$ cat config.mk
export PLATFORM = sky130hd
export DESIGN_NAME = tcp_option_walker
export DESIGN_NICKNAME = d
export VERILOG_FILES = /design/src/hdl/tow_pkg.sv /design/src/hdl/tcp_option_walker.sv
export SDC_FILE = /design/constraint.sdc
export NUM_CORES = 1
export LEC_CHECK = 0
export ABC_AREA = 1
export BUFFER_PORTS_ARGS = -buffer_cell sky130_fd_sc_hd__buf_2
export CAP_MARGIN = 20
export CELL_PAD_IN_SITES_DETAIL_PLACEMENT = 1
export CELL_PAD_IN_SITES_GLOBAL_PLACEMENT = 2
export CORE_MARGIN = 5
export CORE_UTILIZATION = 37
export DETAILED_ROUTE_END_ITERATION = 16
export GPL_ROUTABILITY_DRIVEN = 0
export PLACE_DENSITY_LB_ADDON = 0.1
export SYNTH_ARGS = -nofsm -noshare
export SYNTH_HDL_FRONTEND = slang
export SYNTH_SLANG_ARGS = --single-unit
$ cat constraint.sdc
create_clock -name clock -period 10.1 [get_ports clock]
set_input_delay 1.01 -clock clock [delete_from_list [all_inputs] [get_ports clock]]
set_output_delay 1.01 -clock clock [all_outputs]
set_load 0.01 [all_outputs]
$ cat src/hdl/tow_pkg.sv
// tow_pkg: types, option kinds, byte offsets and CSR indexes for the TCP option walker.
// No dependencies; imported by tcp_option_walker and its checker.
package tow_pkg;

   typedef logic [7:0]  byte_type;
   typedef logic [5:0]  len_type;
   typedef logic [10:0] mss_type;
   typedef logic [2:0]  csr_index_type;
   typedef logic [15:0] csr_data_type;

   // Largest option area walked; a longer area_len saturates to this.
   localparam len_type MAX_AREA_BYTES = 6'd40;

   localparam byte_type KIND_END  = 8'd0;
   localparam byte_type KIND_PAD  = 8'd1;
   localparam byte_type KIND_MSS  = 8'd2;
   localparam byte_type KIND_SACK = 8'd4;
   localparam byte_type KIND_TS   = 8'd8;

   localparam logic [15:0] MSS_LOW_EXCL = 16'd536;
   localparam logic [15:0] MSS_HIGH     = 16'd1460;

   localparam len_type MSS_OPT_LEN     = 6'd4;
   localparam len_type FEC_MIN_LEN     = 6'd8;
   localparam byte_type MIN_OPT_LEN    = 8'd2;

   // Byte positions inside an option.
   localparam len_type OFS_VERSION  = 6'd2;
   localparam len_type OFS_DATA     = 6'd3;
   localparam len_type OFS_REPAIR   = 6'd4;
   localparam len_type OFS_SYM_HI   = 6'd6;
   localparam len_type OFS_SYM_LO   = 6'd7;

   typedef enum logic [2:0] {
      CSR_FEC_KIND     = 3'd0,
      CSR_FEC_LENGTH   = 3'd1,
      CSR_FEC_VERSION  = 3'd2,
      CSR_FEC_DATA     = 3'd3,
      CSR_FEC_REPAIR   = 3'd4,
      CSR_FEC_SYMLEN   = 3'd5
   } csr_reg_type;

   typedef struct packed {
      logic mss_valid;
      logic sack_ok;
      logic ts_seen;
      logic fec_ok;
      logic malformed;
      logic fec_body;   // FEC body fields matched in the current option
   } flags_type;

endpackage

$ cat src/hdl/tcp_option_walker.sv
// tcp_option_walker: walks a TCP option area one byte per request and reports found options.
// Depends on tow_pkg; checked by tow_checker (bound in tow_checker.sv).
//
//   channel  | direction | handshake               | payload
//   ---------+-----------+-------------------------+----------------------------------------
//   req      | in        | req_valid / req_ready   | opt_byte, first, area_len, last
//   rsp      | out       | rsp_valid / rsp_ready   | mss_value, mss_valid, sack_ok, ts_seen,
//            |           |                         | fec_ok, malformed
//   csr      | in        | csr_valid / csr_ready   | csr_index, csr_wdata
//
// One request per cycle. The walker state updates in the cycle a request is accepted;
// the result of a request with last set is in the rsp register on the next cycle.
// req_ready drops only while a result sits in the rsp register and rsp_ready is low.
// csr_ready is always high. Reset is synchronous; no clearing pass.
module tcp_option_walker (
   input  logic                   clock,
   input  logic                   reset,
   input  logic                   req_valid,
   output logic                   req_ready,
   input  tow_pkg::byte_type      req_opt_byte,
   input  logic                   req_first,
   input  tow_pkg::len_type       req_area_len,
   input  logic                   req_last,
   output logic                   rsp_valid,
   input  logic                   rsp_ready,
   output tow_pkg::mss_type       rsp_mss_value,
   output logic                   rsp_mss_valid,
   output logic                   rsp_sack_ok,
   output logic                   rsp_ts_seen,
   output logic                   rsp_fec_ok,
   output logic                   rsp_malformed,
   input  logic                   csr_valid,
   output logic                   csr_ready,
   input  tow_pkg::csr_index_type csr_index,
   input  tow_pkg::csr_data_type  csr_wdata
);
   import tow_pkg::*;

   // configuration
   byte_type     cfg_kind_ff;
   len_type      cfg_length_ff;
   byte_type     cfg_version_ff;
   byte_type     cfg_data_ff;
   byte_type     cfg_repair_ff;
   csr_data_type cfg_symlen_ff;

   // walker state
   len_type   bytes_left_ff, bytes_left_in;
   len_type   offset_ff, offset_in;
   byte_type  kind_ff, kind_in;
   len_type   length_ff, length_in;
   logic      stopped_ff, stopped_in;
   byte_type  cap_ff [4];
   byte_type  cap_in [4];
   flags_type flags_ff, flags_in;
   mss_type   mss_ff, mss_in;

   // result register
   logic      rsp_valid_ff;
   mss_type   rsp_mss_ff;
   flags_type rsp_flags_ff;

   logic        req_fire;
   logic        finish;
   len_type     area_sat;
   logic [15:0] mss_word;
   logic [15:0] sym_word;

   assign req_ready = !rsp_valid_ff || rsp_ready;
   assign req_fire  = req_valid && req_ready;
   assign csr_ready = 1'b1;
   assign area_sat  = (req_area_len > MAX_AREA_BYTES) ? MAX_AREA_BYTES : req_area_len;

   always_ff @(posedge clock) begin
      if (reset) begin
         cfg_kind_ff    <= 8'd253;
         cfg_length_ff  <= 6'd8;
         cfg_version_ff <= 8'd1;
         cfg_data_ff    <= 8'd0;
         cfg_repair_ff  <= 8'd0;
         cfg_symlen_ff  <= 16'd0;
      end else if (csr_valid) begin
         case (csr_index)
            CSR_FEC_KIND:    cfg_kind_ff    <= csr_wdata[7:0];
            CSR_FEC_LENGTH:  cfg_length_ff  <= csr_wdata[5:0];
            CSR_FEC_VERSION: cfg_version_ff <= csr_wdata[7:0];
            CSR_FEC_DATA:    cfg_data_ff    <= csr_wdata[7:0];
            CSR_FEC_REPAIR:  cfg_repair_ff  <= csr_wdata[7:0];
            CSR_FEC_SYMLEN:  cfg_symlen_ff  <= csr_wdata;
            default: ;
         endcase
      end
   end

   always_comb begin
      bytes_left_in = bytes_left_ff;
      offset_in     = offset_ff;
      kind_in       = kind_ff;
      length_in     = length_ff;
      stopped_in    = stopped_ff;
      cap_in        = cap_ff;
      flags_in      = flags_ff;
      mss_in        = mss_ff;
      finish        = 1'b0;
      mss_word      = 16'd0;
      sym_word      = 16'd0;

      if (req_first) begin
         bytes_left_in = area_sat;
         offset_in     = '0;
         kind_in       = '0;
         length_in     = '0;
         stopped_in    = 1'b0;
         cap_in        = '{default: '0};
         flags_in      = '0;
         mss_in        = '0;
      end

      if (!stopped_in && bytes_left_in != '0) begin
         if (offset_in == '0) begin
            flags_in.fec_body = 1'b0;
            if (req_opt_byte == KIND_END) begin
               stopped_in = 1'b1;
            end else if (req_opt_byte == KIND_PAD) begin
               bytes_left_in = bytes_left_in - 6'd1;
            end else if (bytes_left_in < 6'd2) begin
               // kind with no room for its length byte
               flags_in.malformed = 1'b1;
               stopped_in         = 1'b1;
            end else begin
               kind_in       = req_opt_byte;
               offset_in     = 6'd1;
               bytes_left_in = bytes_left_in - 6'd1;
            end
         end else if (offset_in == 6'd1) begin
            if (req_opt_byte < MIN_OPT_LEN ||
                {1'b0, req_opt_byte} > ({3'b000, bytes_left_in} + 9'd1)) begin
               flags_in.malformed = 1'b1;
               stopped_in         = 1'b1;
            end else begin
               length_in     = req_opt_byte[5:0];
               offset_in     = 6'd2;
               bytes_left_in = bytes_left_in - 6'd1;
               finish        = (req_opt_byte == MIN_OPT_LEN);
            end
         end else begin
            sym_word = {cap_in[3], req_opt_byte};
            case (offset_in)
               OFS_VERSION: cap_in[0] = req_opt_byte;
               OFS_DATA:    cap_in[1] = req_opt_byte;
               OFS_REPAIR:  cap_in[2] = req_opt_byte;
               OFS_SYM_HI:  cap_in[3] = req_opt_byte;
               OFS_SYM_LO: begin
                  if (cap_in[0] == cfg_version_ff && cap_in[1] == cfg_data_ff &&
                      cap_in[2] == cfg_repair_ff && sym_word == cfg_symlen_ff)
                     flags_in.fec_body = 1'b1;
               end
               default: ;
            endcase
            bytes_left_in = bytes_left_in - 6'd1;
            offset_in     = offset_in + 6'd1;
            finish        = (offset_in >= length_in);
         end
      end

      if (finish) begin
         mss_word  = {cap_in[0], cap_in[1]};
         offset_in = '0;
         if (kind_in == KIND_MSS) begin
            if (length_in == MSS_OPT_LEN && mss_word > MSS_LOW_EXCL && mss_word <= MSS_HIGH) begin
               mss_in             = mss_word[10:0];
               flags_in.mss_valid = 1'b1;
            end
         end else if (kind_in == KIND_SACK) begin
            flags_in.sack_ok = 1'b1;
         end else if (kind_in == KIND_TS) begin
            flags_in.ts_seen = 1'b1;
         end else if (kind_in == cfg_kind_ff) begin
            if (length_in == cfg_length_ff && length_in >= FEC_MIN_LEN && flags_in.fec_body)
               flags_in.fec_ok = 1'b1;
         end
      end

      if (req_last) begin
         stopped_in    = 1'b1;
         bytes_left_in = '0;
      end
   end

   always_ff @(posedge clock) begin
      if (reset) begin
         bytes_left_ff <= '0;
         offset_ff     <= '0;
         kind_ff       <= '0;
         length_ff     <= '0;
         stopped_ff    <= 1'b0;
         cap_ff        <= '{default: '0};
         flags_ff      <= '0;
         mss_ff        <= '0;
      end else if (req_fire) begin
         bytes_left_ff <= bytes_left_in;
         offset_ff     <= offset_in;
         kind_ff       <= kind_in;
         length_ff     <= length_in;
         stopped_ff    <= stopped_in;
         cap_ff        <= cap_in;
         flags_ff      <= flags_in;
         mss_ff        <= mss_in;
      end
   end

   always_ff @(posedge clock) begin
      if (reset) begin
         rsp_valid_ff <= 1'b0;
      end else if (req_fire && req_last) begin
         rsp_valid_ff <= 1'b1;
      end else if (rsp_ready) begin
         rsp_valid_ff <= 1'b0;
      end
   end

   always_ff @(posedge clock) begin
      if (req_fire && req_last) begin
         rsp_flags_ff <= flags_in;
         rsp_mss_ff   <= flags_in.mss_valid ? mss_in : '0;
      end
   end

   assign rsp_valid     = rsp_valid_ff;
   assign rsp_mss_value = rsp_mss_ff;
   assign rsp_mss_valid = rsp_flags_ff.mss_valid;
   assign rsp_sack_ok   = rsp_flags_ff.sack_ok;
   assign rsp_ts_seen   = rsp_flags_ff.ts_seen;
   assign rsp_fec_ok    = rsp_flags_ff.fec_ok;
   assign rsp_malformed = rsp_flags_ff.malformed;

endmodule

==> PnR_summary.wiki, run 1 <==
{| class="wikitable"
! Metric !! Value
|-
| Portion of synthesized cell area occupied by the leading cell type || 28.1%
|-
| Non-filler instance count after layout || 1805
|-
| Category of the critical setup timing path || in -> reg
|-
| Die ar. || 28500 sq um
|-
| Predominant post-synthesis flop cell || sky130_fd_sc_hd__dfxtp_1
|-
| Buffers and inverters on the worst path || 4
|-
| Length of the first detailed-routing pass in iterations || 5
|-
| Count of state elements after synthesis || 147
|-
| First-pass GRT wire length || 53100 um
|-
| Count of cells along the worst hold path || 2
|-
| Final Hold Slack || 0.466 ns
|-
| Average cell area after synthesis || 6.48 sq um
|-
| Dominant delay contributor by cell family on the critical path || simple AND/OR/NAND/NOR gates
|-
| Worst clock skew on the final layout || 0.0165 ns
|-
| Half-perimeter wire length after detailed placement || 24300 um
|-
| Most common cell on crit path || sky130_fd_sc_hd__nand2_1
|-
| Final total power || 1.72 mW
|-
| Number of primary I/O pins || 59
|-
| Final antenna-violating net count || 0
|-
| Post-placement cell count || 1772
|-
| Max Clock Freq || 187 MHz
|-
| Worst hold path class || reg -> reg
|-
| Leak || 4.73 nW
|-
| Number of max-cap violations || 0
|-
| Via count of the first global-routing pass || 9271
|-
| Post-detailed-route wirelength per cell || 18.7 um
|-
| Horizontal die dimension || 169 um
|-
| Pre-CTS setup slack || 4.33 ns
|-
| Post-CTS Setup Bufs || 0
|-
| Unrepaired setup endpoints after global routing || false
|-
| Path depth of the worst reg2reg path || 24
|-
| Peak ir drop on the vdd network || 0.0914 mV
|-
| Placeable core region || 25000 sq um
|-
| Number of distinct library cells after synthesis || 47
|-
| Number of inserted diodes || 0
|-
| Total via count after detailed routing || 9414
|-
| Largest incremental delay on the critical path || 0.42 ns
|-
| Clock-pin slew reported for the worst setup and hold paths after clock tree synthesis || 0.07 ns
|-
| Worst-case setup margin in the final layout || 4.74 ns
|-
| End-of-flow core utilization || 41.6%
|-
| Post-Syn Nets || 1501
|-
| Count of clock tree sinks || 147
|-
| Gates resized, CTS repair || 0
|-
| Critical Path AT || 5.65 ns
|-
| Largest fanout on the critical path || 46
|-
| Post-synth ARST share || 0%
|-
| Cells taking the most area after synthesis || sky130_fd_sc_hd__dfxtp_1 (28%), sky130_fd_sc_hd__nand2_1 (15%), sky130_fd_sc_hd__nor2_1 (7.7%)
|-
| CTS H-tree lvls || 4
|-
| Die span in y || 169 um
|-
| Tmin final || 5.36 ns
|-
| PortBufs || 57
|-
| Slowest-stage cell, CP || sky130_fd_sc_hd__nor2_2
|-
| Logic depth of the worst setup path including buffers || 27
|-
| Sequential-to-total area share from yosys stat || 33.2%
|-
| Grt total ovfl || 0
|-
| Final hold violation count || 0
|-
| Number of buffers added to fix hold violations after cts || 0
|-
| Effective utilization at floorplan || 37.3%
|-
| Total GRT Usage || 23.7%
|-
| Critical Path RT || 10.39 ns
|-
| Proportion of layout cells with a drive suffix above 1 || 12.5%
|-
| DRC violation count after routing || 0
|-
| Cell at the root of the clock tree || sky130_fd_sc_hd__clkbuf_16
|-
| Total cell area at the placement stage || 9760 sq um
|-
| Area growth syn-to-layout || 11.6%
|-
| Maximum number of pins on one net before global-route repair || 87
|-
| Startpoint types || input port
|-
| Post-synth design cell area || 9340 sq um
|-
| Antenna violations before repair || 0
|-
| Kind of end point of the critical path || flip-flop
|-
| Insertion delay of the later-clocked pin in the worst-skew pair || 0.44 ns
|-
| Number of inserted filler cells in the final layout || 3341
|-
| Post-route setup TNS || 0 ns
|-
| Yosys top cell by area || sky130_fd_sc_hd__dfxtp_1
|-
| Count of pins over their slew limit || 0
|-
| Inserted Clock Buffers || 17
|-
| Post-route clock period utilization || 53.1%
|-
| CTS tree || done
|-
| Actual transition at the worst max-transition pin || 0.917 ns
|-
| Slew Limit Headroom || 38.8%
|-
| Count of flip-flops with a built-in enable after synthesis || 16
|-
| Number of warnings issued by yosys || 0
|-
| Total Nets Final || 1522
|-
| Via count normalized by instance count || 5.22
|-
| Gate Count Post-Synth || 1441
|-
| Drt total wl || 33800 um
|-
| Finished layout cell area || 10400 sq um
|-
| PD cells || 166 nW/um^2
|-
| # rows || 58
|-
| Iter 0 DRT Violations || 535
|-
| Outcome || completed
|-
| Maximum root-to-sink buffer count || 2
|-
| Final setup viols || 0
|}
==> flip-flops by register name, indices dropped and copies added (netlist names) <==
signal	cells
cap_ff	32
cfg_symlen_ff	16
mss_ff	11
rsp_mss_value	11
cfg_data_ff	8
cfg_kind_ff	8
cfg_repair_ff	8
cfg_version_ff	8
kind_ff	8
bytes_left_ff	6
cfg_length_ff	6
flags_ff	6
length_ff	6
offset_ff	6
rsp_fec_ok	1
rsp_malformed	1
rsp_mss_valid	1
rsp_sack_ok	1
rsp_ts_seen	1
rsp_valid	1
stopped_ff	1
==> synth_stat cells, drive strengths merged (2+ instances only) <==
master	count
xnor2	9
dfxtp	131
buf	26
inv	172
nand3	72
clkbuf	39
nor2	204
a31oi	2
o21bai	2
nand2	406
o21ai	138
o211ai	17
ha	20
or2	3
o22ai	9
edfxtp	16
o221ai	5
nor3	10
xor2	22
nand4	22
a21oi	101
a221oi	2
o2111ai	7
==> metal layers <==
metal	global-route usage, %	wire, um
met1	32.5	16200
met2	39.8	15800
met3	3.04	1260
met4	5.82	626
met5	0	0
==> area by class of cell <==
type	count	area, sq um	share of cell area (%)
Tap cell	330	413	3.96
Timing Repair Buffer	67	380	3.65
Clock buffer	18	450	4.32
Inverter	172	652	6.26
Sequential cell	147	3100	29.8
Clock inverter	14	180	1.73
Multi-Input combinational cell	1057	5240	50.3
==> tightest hold or removal path, stage by stage, from the launching register on <==
cell and delay [ns]:
sky130_fd_sc_hd__dfxtp_1 0.31, sky130_fd_sc_hd__nand2_1 0.06, sky130_fd_sc_hd__a21oi_1 0.05
==> cells in the final DEF (no fill, tap or decap), types with 3 or more instances in the layout <==
| cell type | instances |
|---|---|
| sky130_fd_sc_hd__a21oi_1 | 88 |
| sky130_fd_sc_hd__a21oi_2 | 11 |
| sky130_fd_sc_hd__buf_2 | 57 |
| sky130_fd_sc_hd__buf_4 | 9 |
| sky130_fd_sc_hd__clkbuf_16 | 18 |
| sky130_fd_sc_hd__dfxtp_1 | 131 |
| sky130_fd_sc_hd__edfxtp_1 | 16 |
| sky130_fd_sc_hd__ha_1 | 20 |
| sky130_fd_sc_hd__inv_1 | 158 |
| sky130_fd_sc_hd__inv_2 | 12 |
| sky130_fd_sc_hd__inv_6 | 7 |
| sky130_fd_sc_hd__nand2_1 | 372 |
| sky130_fd_sc_hd__nand2_2 | 30 |
| sky130_fd_sc_hd__nand2_4 | 4 |
| sky130_fd_sc_hd__nand3_1 | 67 |
| sky130_fd_sc_hd__nand3_2 | 5 |
| sky130_fd_sc_hd__nand4_1 | 22 |
| sky130_fd_sc_hd__nor2_1 | 191 |
| sky130_fd_sc_hd__nor2_2 | 9 |
| sky130_fd_sc_hd__nor2_4 | 3 |
| sky130_fd_sc_hd__nor3_1 | 10 |
| sky130_fd_sc_hd__o2111ai_1 | 7 |
| sky130_fd_sc_hd__o211ai_1 | 17 |
| sky130_fd_sc_hd__o21ai_0 | 127 |
| sky130_fd_sc_hd__o21ai_1 | 7 |
| sky130_fd_sc_hd__o21ai_2 | 3 |
| sky130_fd_sc_hd__o221ai_1 | 5 |
| sky130_fd_sc_hd__o22ai_1 | 9 |
| sky130_fd_sc_hd__xnor2_1 | 9 |
| sky130_fd_sc_hd__xor2_1 | 22 |
==> path summary, 6_finish.rpt <==
path	startpoint	to	slack (ns)
worst min register to register	bytes_left_ff[2]$_SDFFE_PP0P_	bytes_left_ff[2]$_SDFFE_PP0P_	0.47
worst min-delay path	bytes_left_ff[2]$_SDFFE_PP0P_	bytes_left_ff[2]$_SDFFE_PP0P_	0.47
worst max-delay path	req_first	rsp_mss_value[2]$_SDFFCE_PN0P_	4.74
worst max register to register	bytes_left_ff[0]$_SDFFE_PP0P_	rsp_mss_value[2]$_SDFFCE_PN0P_	5.66
==> report_power, final <==
group	total (mW)	internal [mW]	switching, mW	leakage, nW
registers	0.634	0.619	0.0152	1.22
logic	0.393	0.111	0.281	3.21
clock network	0.698	0.391	0.306	0.307
total	1.72	1.12	0.603	4.73
==> kinds of logic after synthesis <==
group,after synthesis,synth area share (%)
AOI/OAI and AO/OA,287,17.6
xor gates and xnor gates,31,2.91
adders and majority gates,20,2.68
buffers and inverters,237,10.7
DFF,147,33.2
other,1,0.0402
and+or+nand+nor,718,32.8
Power figures use the tool's default switching activity.
==> inputs of run 2 (changes only) <==
--- a/config.mk
+++ b/config.mk
@@ -11,7 +11,7 @@
 export CELL_PAD_IN_SITES_DETAIL_PLACEMENT = 1
 export CELL_PAD_IN_SITES_GLOBAL_PLACEMENT = 2
 export CORE_MARGIN = 5
-export CORE_UTILIZATION = 37
+export CORE_UTILIZATION = 31
 export DETAILED_ROUTE_END_ITERATION = 16
 export GPL_ROUTABILITY_DRIVEN = 0
 export PLACE_DENSITY_LB_ADDON = 0.1
==> constraint.sdc (replaced) <==
create_clock -name clock -period 4.44 [get_ports clock]
set_input_delay 0.444 -clock clock [delete_from_list [all_inputs] [get_ports clock]]
set_output_delay 0.444 -clock clock [all_outputs]
set_load 0.01 [all_outputs]
==> run 2 against run 1 <==
  * Worst hold slack got worse by 0.25 ns
  * Clock-buffer cell count shrank 1
  * Via count fell by 0.34%
  * Final cell count grew 4.9%
  * Non-clock buffer count increased by 28
  * First-iteration DRC count down 7.9%
  * Sequential power increased by 130%
  * Critical path depth up 2
==> PnR_summary.wiki, run 2 (same netlist as run 1, synthesis figures left out) <==
{| class="wikitable"
! Metric !! Value
|-
| Outcome || completed
|-
| Largest register FFs || 32 (unchanged)
|-
| DRC violation count after routing || 0 (unchanged)
|-
| # rows || 63 (+8.6%)
|-
| Proportion of layout cells with a drive suffix above 1 || 14.2% (+1.6 points)
|-
| Number of buffers added to fix hold violations after cts || 0 (unchanged)
|-
| Iter 0 DRT Violations || 493 (-7.9%)
|-
| Count of clock tree sinks || 147 (unchanged)
|-
| Inserted Clock Buffers || 17 (unchanged)
|-
| Critical Path AT || 4.23 ns (-1.42 ns)
|-
| Clock-pin slew reported for the worst setup and hold paths after clock tree synthesis || 0.07 ns (about the same)
|-
| Worst hold path class || in -> reg
|-
| Max Clock Freq || 255 MHz
|-
| Most common cell after layout, fill and taps aside || sky130_fd_sc_hd__nand2_1
|-
| Post-CTS Setup Bufs || 0 (unchanged)
|-
| Startpoint types || input port
|-
| Largest incremental delay on the critical path || 0.33 ns (-0.09 ns)
|-
| Unrepaired setup endpoints after global routing || false
|-
| Gates resized, CTS repair || 0 (unchanged)
|-
| Grt total ovfl || 0 (unchanged)
|-
| Worst clock skew on the final layout || 0.0118 ns (-0.00469 ns)
|-
| Area growth syn-to-layout || 13.7%
|-
| Peak ir drop on the vdd network || 0.212 mV (+130%)
|-
| Actual transition at the worst max-transition pin || 0.911 ns (-0.00640 ns)
|-
| Final setup viols || 0 (unchanged)
|-
| Maximum root-to-sink buffer count || 2 (unchanged)
|-
| Number of max-cap violations || 0 (unchanged)
|-
| CTS tree || done
|-
| Post-route setup TNS || 0 ns (unchanged)
|-
| Tmin final || 3.92 ns
|-
| Kind of end point of the critical path || flip-flop
|-
| Via count of the first global-routing pass || 9529 (+2.8%)
|-
| Die ar. || 33700 sq um (+18%)
|-
| PD cells || 361 nW/um^2 (+120%)
|-
| Slew Limit Headroom || 39.3% (+0.43 points)
|-
| Total GRT Usage || 21.6% (-2.1 points)
|-
| Most common cell on crit path || sky130_fd_sc_hd__nand2_1
|-
| Effective utilization at floorplan || 31.4% (-5.9 points)
|-
| Number of primary I/O pins || 59 (unchanged)
|-
| Half-perimeter wire length after detailed placement || 26300 um (+8.0%)
|-
| Total Nets Final || 1550 (+1.8%)
|-
| Insertion delay of the later-clocked pin in the worst-skew pair || 0.44 ns (about the same)
|-
| Post-route clock period utilization || 88.3%
|-
| Maximum number of pins on one net before global-route repair || 81 (-6.9%)
|-
| Largest fanout on the critical path || 8 (-83%)
|-
| Horizontal die dimension || 184 um (+8.7%)
|-
| Logic depth of the worst setup path including buffers || 29 (+7.4%)
|-
| Leak || 4.84 nW (+2.2%)
|-
| First-pass GRT wire length || 56400 um (+6.3%)
|-
| Drt total wl || 35900 um (+6.2%)
|-
| Category of the critical setup timing path || in -> reg
|-
| Total via count after detailed routing || 9382 (-0.34%)
|-
| Number of inserted filler cells in the final layout || 3867 (+16%)
|-
| Length of the first detailed-routing pass in iterations || 5 (unchanged)
|-
| End-of-flow core utilization || 35.7% (-5.9 points)
|-
| Top Registers || cap_ff: 32 flops, cfg_symlen_ff: 16 flops
|-
| CTS H-tree lvls || 4 (unchanged)
|-
| Critical Path RT || 4.74 ns (-5.65 ns)
|-
| Cell at the root of the clock tree || sky130_fd_sc_hd__clkbuf_16
|-
| Dominant delay contributor by cell family on the critical path || simple AND/OR/NAND/NOR gates
|-
| Die span in y || 184 um (+8.7%)
|-
| Post-detailed-route wirelength per cell || 19.0 um (+1.3%)
|-
| Via count normalized by instance count || 4.96 (-5.0%)
|-
| PortBufs || 57 (unchanged)
|-
| Buffers and inverters on the worst path || 2 (-2)
|-
| Slowest-stage cell, CP || sky130_fd_sc_hd__nor2_2
|-
| Number of inserted diodes || 0 (unchanged)
|-
| Final antenna-violating net count || 0 (unchanged)
|-
| Count of cells along the worst hold path || 3 (+1)
|-
| Count of pins over their slew limit || 0 (unchanged)
|-
| Register with the highest flop count || cap_ff
|-
| Antenna violations before repair || 0 (unchanged)
|-
| Most frequent cells in the layout || sky130_fd_sc_hd__nand2_1 (372), sky130_fd_sc_hd__nor2_1 (191), sky130_fd_sc_hd__inv_1 (158), sky130_fd_sc_hd__dfxtp_1 (131), sky130_fd_sc_hd__o21ai_0 (127)
|-
| Final hold violation count || 0 (unchanged)
|-
| Placeable core region || 29700 sq um (+19%)
|-
| Path depth of the worst reg2reg path || 25 (+4.2%)
|}
==> run 2: cell count changes in the layout (fill, tap and decap cells not counted), sizes merged <==
cell,before,now
clkbuf,18,17
bufinv,2,0
inv,179,181
clkinv,4,6
buf,67,95
clkinvlp,1,0
==> run 2: layer usage <==
layer	vias to the layer above	routed length (um)	track usage [%]
met5	-	0	0
met3	35	1100	2.89
met2	130	16500	35.6
met4	0	654	5.39
met1	4487	17700	30.0
li1	4730	-	-
==> run 2: path summary, 6_finish.rpt <==
path,endpoint,start,slack [ns]
worst min register to register,cfg_data_ff[6]$_SDFFE_PP0P_,cfg_data_ff[6]$_SDFFE_PP0P_,0.46
worst max-delay path,rsp_mss_value[6]$_SDFFCE_PN0P_,req_area_len[0],0.52
worst min-delay path,cfg_symlen_ff[15]$_SDFFE_PP0P_,csr_wdata[15],0.22
worst max register to register,rsp_mss_value[6]$_SDFFCE_PN0P_,bytes_left_ff[0]$_SDFFE_PP0P_,0.52
==> run 2: stage by stage <==
step	instances	setup WS (ns)	instance area, sq um	hold slack (ns)	power [mW]
CTS	1893	0.511	10600	0.209	3.87
global placement	1861	0.217	10100	0.447	2.41
finish	1893	0.518	10600	0.218	3.83
detailed placement	1861	0.0663	10100	0.454	2.42
global route	1893	0.0963	10600	0.217	4.04
floorplan	1441	0.183	9340	0.436	2.10
==> run 2: cell type report <==
class | count | area, sq um | share of cell area (%)
inverter | 172 | 652 | 6.14
tap | 390 | 488 | 4.59
multi-input combinational | 1057 | 5240 | 49.3
sequential | 147 | 3100 | 29.2
timing repair buffer | 95 | 571 | 5.37
clock buffer | 17 | 425 | 4.01
clock inverter | 15 | 141 | 1.33
==> run 2: tightest hold or removal path: cells and delay by family <==
family | cells | cell delay [ns]
simple gates | 2 | 0.11
buf+inv | 1 | 0.07
==> run 2: power breakdown <==
| group | switching [mW] | internal (mW) | total, mW |
|---|---|---|---|
| combinational | 0.670 | 0.278 | 0.947 |
| sequential | 0.0322 | 1.41 | 1.44 |
| clock | 0.697 | 0.745 | 1.44 |
| total | 1.40 | 2.43 | 3.83 |
==> inputs of run 3 (changes only) <==
--- a/config.mk
+++ b/config.mk
@@ -5,16 +5,17 @@
 export SDC_FILE = /design/constraint.sdc
 export NUM_CORES = 1
 export LEC_CHECK = 0
-export ABC_AREA = 1
+export ABC_AREA = 0
 export BUFFER_PORTS_ARGS = -buffer_cell sky130_fd_sc_hd__buf_2
 export CAP_MARGIN = 20
 export CELL_PAD_IN_SITES_DETAIL_PLACEMENT = 1
 export CELL_PAD_IN_SITES_GLOBAL_PLACEMENT = 2
 export CORE_MARGIN = 5
-export CORE_UTILIZATION = 31
+export CORE_UTILIZATION = 33
 export DETAILED_ROUTE_END_ITERATION = 16
 export GPL_ROUTABILITY_DRIVEN = 0
 export PLACE_DENSITY_LB_ADDON = 0.1
+export RECOVER_POWER = 100
 export SYNTH_ARGS = -nofsm -noshare
 export SYNTH_HDL_FRONTEND = slang
 export SYNTH_SLANG_ARGS = --single-unit
==> run 3 against run 2 <==
  * Routed wire length shrank 9.1%
  * Global-route usage grew 0.61 points
  * Combinational power fell by 49%
  * Largest power group is now the clock network
  * Clock-buffer cell count increased by 2
  * Critical path type unchanged
  * Critical endpoint is now flags_ff[5]$_SDFFE_PP0P_
  * Largest cell class unchanged
  * The flow now finishes with violations (capacitance limit, slew limit)
  * Clock power up 7%
==> PnR_summary.wiki, run 3 <==
{| class="wikitable"
! Metric !! Value
|-
| Kind of end point of the critical path || flip-flop
|-
| Gate Count Post-Synth || 1103 (-23%)
|-
| Die span in y || 172 um (-6.4%)
|-
| Worst clock skew on the final layout || 0.0156 ns (+0.00380 ns)
|-
| Slowest-stage cell, CP || sky130_fd_sc_hd__a311oi_1
|-
| Unrepaired setup endpoints after global routing || false
|-
| Post-Syn Nets || 1163 (-23%)
|-
| Maximum number of pins on one net before global-route repair || 75 (-7.4%)
|-
| Portion of synthesized cell area occupied by the leading cell type || 30.3% (+2.3 points)
|-
| Worst hold path class || in -> reg
|-
| Largest incremental delay on the critical path || 0.55 ns (+0.22 ns)
|-
| Cells taking the most area after synthesis || sky130_fd_sc_hd__dfxtp_1 (30%), sky130_fd_sc_hd__nand2_1 (8.0%), sky130_fd_sc_hd__edfxtp_1 (5.6%)
|-
| CTS tree || done
|-
| Total via count after detailed routing || 8506 (-9.3%)
|-
| Predominant post-synthesis flop cell || sky130_fd_sc_hd__dfxtp_1
|-
| Register with the highest flop count || cap_ff
|-
| Via count normalized by instance count || 5.66 (+14%)
|-
| Horizontal die dimension || 172 um (-6.4%)
|-
| Complex-gate fraction of the synthesized area || 23.6% (+5.9 points)
|-
| Top Registers || cap_ff: 32 flops, cfg_symlen_ff: 16 flops
|-
| Cell at the root of the clock tree || sky130_fd_sc_hd__clkbuf_16
|-
| Effective utilization at floorplan || 33.4% (+1.9 points)
|-
| Number of max-cap violations || 1 (+1)
|-
| Gates resized, CTS repair || 0 (unchanged)
|-
| Simple-gate area share of the yosys netlist || 28.0% (-4.8 points)
|-
| Number of warnings issued by yosys || 0 (unchanged)
|-
| Die ar. || 29500 sq um (-12%)
|-
| Outcome || finished with violations
|-
| PortBufs || 57 (unchanged)
|-
| Largest fanout on the critical path || 26 (+18)
|-
| Dominant combinational cell family by area after synthesis || simple AND/OR/NAND/NOR gates
|-
| Most common cell after layout, fill and taps aside || sky130_fd_sc_hd__nand2_1
|-
| Area occupied by multi-input gates || 5080 sq um (-3.0%)
|-
| Post-placement cell count || 1472 (-21%)
|-
| Drt total wl || 32700 um (-9.1%)
|-
| # rows || 59 (-6.3%)
|-
| Critical Path AT || 4.31 ns (+0.08 ns)
|-
| Most frequent cells in the layout || sky130_fd_sc_hd__nand2_1 (186), sky130_fd_sc_hd__dfxtp_1 (131), sky130_fd_sc_hd__nor2_1 (101), sky130_fd_sc_hd__a21oi_1 (84), sky130_fd_sc_hd__nand3_1 (68)
|-
| Cell-by-cell listing of the critical path || buf_2, inv_1, buf_4, nand2_1, inv_1, ha_1, nand3_1, xor2_1, nor2_1, ha_1, nor4_1, nand2_1, a311oi_1, a211oi_2, o211ai_2, nand4bb_1, clkbuf_2, a2bb2oi_1, nor2_1
|-
| Actual transition at the worst max-transition pin || 1.80 ns (+0.894 ns)
|-
| Post-route clock period utilization || 91.4% (+3.1 points)
|-
| Maximum root-to-sink buffer count || 2 (unchanged)
|-
| Post-CTS Setup Bufs || 0 (unchanged)
|-
| Min-delay src || csr_wdata[11]
|-
| PD cells || 346 nW/um^2 (-4.0%)
|-
| Worst hold path endpoint || cfg_symlen_ff[11]$_SDFFE_PP0P_
|-
| Number of inserted diodes || 0 (unchanged)
|-
| Post-synthesis mux area share || 1.29% (+1.3 points)
|-
| Critical Path RT || 4.69 ns (-0.05 ns)
|-
| Post-detailed-route wirelength per cell || 21.7 um (+14%)
|-
| Path depth of the worst reg2reg path || 15 (-40%)
|-
| Final hold violation count || 0 (unchanged)
|-
| Worst reg2reg endpoint || mss_ff[1]$_SDFFE_PP0P_
|-
| Adder-Cell Fraction of Synth Area || 2.89% (+0.22 points)
|-
| Post-synthesis xor/xnor area fraction || 3.34% (+0.44 points)
|-
| Count of flip-flops with a built-in enable after synthesis || 16 (unchanged)
|-
| Most common cell in the netlist || sky130_fd_sc_hd__nand2_1
|-
| Sequential cell area || 3100 sq um (unchanged)
|-
| Peak ir drop on the vdd network || 0.281 mV (+33%)
|-
| Inserted Clock Buffers || 17 (unchanged)
|-
| Via count of the first global-routing pass || 8386 (-12%)
|-
| Number of buffers added to fix hold violations after cts || 0 (unchanged)
|-
| Final total power || 3.43 mW (-11%)
|-
| Non-filler instance count after layout || 1504 (-21%)
|-
| First-pass GRT wire length || 50600 um (-10%)
|-
| Grt total ovfl || 0 (unchanged)
|-
| Violations in the final reports || capacitance limit, slew limit
|-
| Final antenna-violating net count || 0 (unchanged)
|-
| Tmin final || 4.06 ns (+0.136 ns)
|-
| Final setup viols || 0 (unchanged)
|-
| Startpoint types || input port
|-
| Pre-CTS setup slack || 0.0376 ns (-0.0287 ns)
|-
| Sequential-to-total area share from yosys stat || 35.9% (+2.7 points)
|-
| Total GRT Usage || 22.2% (+0.61 points)
|-
| Placeable core region || 25900 sq um (-13%)
|-
| Count of pins over their slew limit || 75 (+75)
|-
| Insertion delay of the later-clocked pin in the worst-skew pair || 0.44 ns (about the same)
|-
| Most frequent cells after synthesis || sky130_fd_sc_hd__nand2_1 (185), sky130_fd_sc_hd__dfxtp_1 (131), sky130_fd_sc_hd__nor2_1 (100)
|-
| R2R setup slack || 0.39 ns (-0.13 ns)
|-
| Count of cells along the worst hold path || 3 (unchanged)
|-
| Proportion of layout cells with a drive suffix above 1 || 11.3% (-2.9 points)
|-
| Post-route setup TNS || 0 ns (unchanged)
|-
| Half-perimeter wire length after detailed placement || 23700 um (-9.9%)
|-
| Average cell area after synthesis || 7.84 sq um (+21%)
|-
| Slew Limit Headroom || -20.3% (-60 points)
|-
| Category of the critical setup timing path || in -> reg
|-
| Antenna violations before repair || 0 (unchanged)
|-
| Count of clock tree sinks || 147 (unchanged)
|-
| Area growth syn-to-layout || 14.5%
|-
| Number of inserted filler cells in the final layout || 3178 (-18%)
|-
| Critical R2R Launch || bytes_left_ff[1]$_SDFFE_PP0P_
|-
| Clock-pin slew reported for the worst setup and hold paths after clock tree synthesis || 0.07 ns (about the same)
|-
| Yosys top cell by area || sky130_fd_sc_hd__dfxtp_1
|-
| CTS H-tree lvls || 4 (unchanged)
|-
| Total Nets Final || 1216 (-22%)
|-
| Number of distinct library cells after synthesis || 97 (+110%)
|-
| Post-synth design cell area || 8640 sq um (-7.4%)
|-
| Worst-case setup margin in the final layout || 0.382 ns (-0.136 ns)
|-
| Iter 0 DRT Violations || 573 (+16%)
|-
| DRC violation count after routing || 0 (unchanged)
|-
| Length of the first detailed-routing pass in iterations || 7 (+2)
|-
| Count of state elements after synthesis || 147 (unchanged)
|-
| Largest register FFs || 32 (unchanged)
|-
| Max Clock Freq || 246 MHz (-3.4%)
|-
| Number of primary I/O pins || 59 (unchanged)
|-
| Post-synth ARST share || 0% (unchanged)
|-
| Leak || 3.47 nW (-28%)
|}
-- run 3: cell types whose count changed after synthesis, moves of 11 or more --
| cell | before | now |
|---|---|---|
| sky130_fd_sc_hd__nor4_1 | 0 | 11 |
| sky130_fd_sc_hd__nand2b_1 | 0 | 29 |
| sky130_fd_sc_hd__a22oi_1 | 1 | 49 |
| sky130_fd_sc_hd__nand4_1 | 22 | 8 |
| sky130_fd_sc_hd__o21ai_0 | 127 | 40 |
| sky130_fd_sc_hd__o211ai_1 | 17 | 4 |
| sky130_fd_sc_hd__nand2_2 | 29 | 1 |
| sky130_fd_sc_hd__inv_1 | 160 | 38 |
| sky130_fd_sc_hd__a31oi_1 | 2 | 24 |
| sky130_fd_sc_hd__nor2_1 | 192 | 100 |
| sky130_fd_sc_hd__a211oi_1 | 1 | 13 |
| sky130_fd_sc_hd__nand2_1 | 373 | 185 |
-- run 3: cell type report --
cell class,count,area share [%]
sequential,147,31.3
clock inverter,13,1.53
inverter,39,1.48
multi-input combinational,856,51.4
tap,335,4.23
clock buffer,19,4.69
timing repair buffer,95,5.35
-- run 3: how the worst max path moves through the flow --
stage                                       start                             end
CTS                 bytes_left_ff[1]$_SDFFE_PP0P_          mss_ff[1]$_SDFFE_PP0P_
detailed placement                req_area_len[4]          mss_ff[3]$_SDFFE_PP0P_
floorplan                               req_first  rsp_mss_value[1]$_SDFFCE_PN0P_
finish                                  req_first        flags_ff[5]$_SDFFE_PP0P_
global placement                        req_first       offset_ff[1]$_SDFFE_PP0P_
global route                            req_first        flags_ff[5]$_SDFFE_PP0P_
-- run 3: kinds of logic (layout without fill, tap and decap cells) --
| logic type | after synthesis | after routing |
|---|---|---|
| AOI/OAI and AO/OA | 299 | 299 |
| buffers and inverters | 100 | 166 |
| adders and majority gates | 20 | 20 |
| other | 1 | 1 |
| muxes | 11 | 11 |
| and+or+nand+nor | 492 | 492 |
| DFF | 147 | 147 |
| xor gates and xnor gates | 33 | 33 |
-- run 3: critical path: cells and delay by family --
kind	cells	cell delay (ns)
AOI/OAI and AO/OA	4	1.01
xor gates and xnor gates	1	0.19
adders and majority gates	2	0.45
and+or+nand+nor	7	0.94
buffers and inverters	5	1.25
-- run 3: where the power goes --
group / switching [mW] / internal, mW / total [mW]
Clock: 0.687 / 0.851 / 1.54
Sequential: 0.0298 / 1.37 / 1.40
Combinational: 0.325 / 0.159 / 0.484
-- run 3: metrics by stage --
stage | util, % | hold WS, ns | cell area [sq um]
2_1_floorplan | - | 0.432 | 8650
3_3_place_gp | 36.2 | 0.443 | 9380
3_5_place_dp | 36.3 | 0.448 | 9390
4_1_cts | 38.6 | 0.223 | 10000
5_1_grt | 38.2 | 0.225 | 9900
6_report | 38.2 | 0.236 | 9900
-- run 3: per-layer routing --
layer | global-route usage, % | wire, um
met4 | 4.34 | 350
met2 | 34.5 | 14400
met5 | 0 | 0
met3 | 3.04 | 1330
met1 | 33.1 | 16600
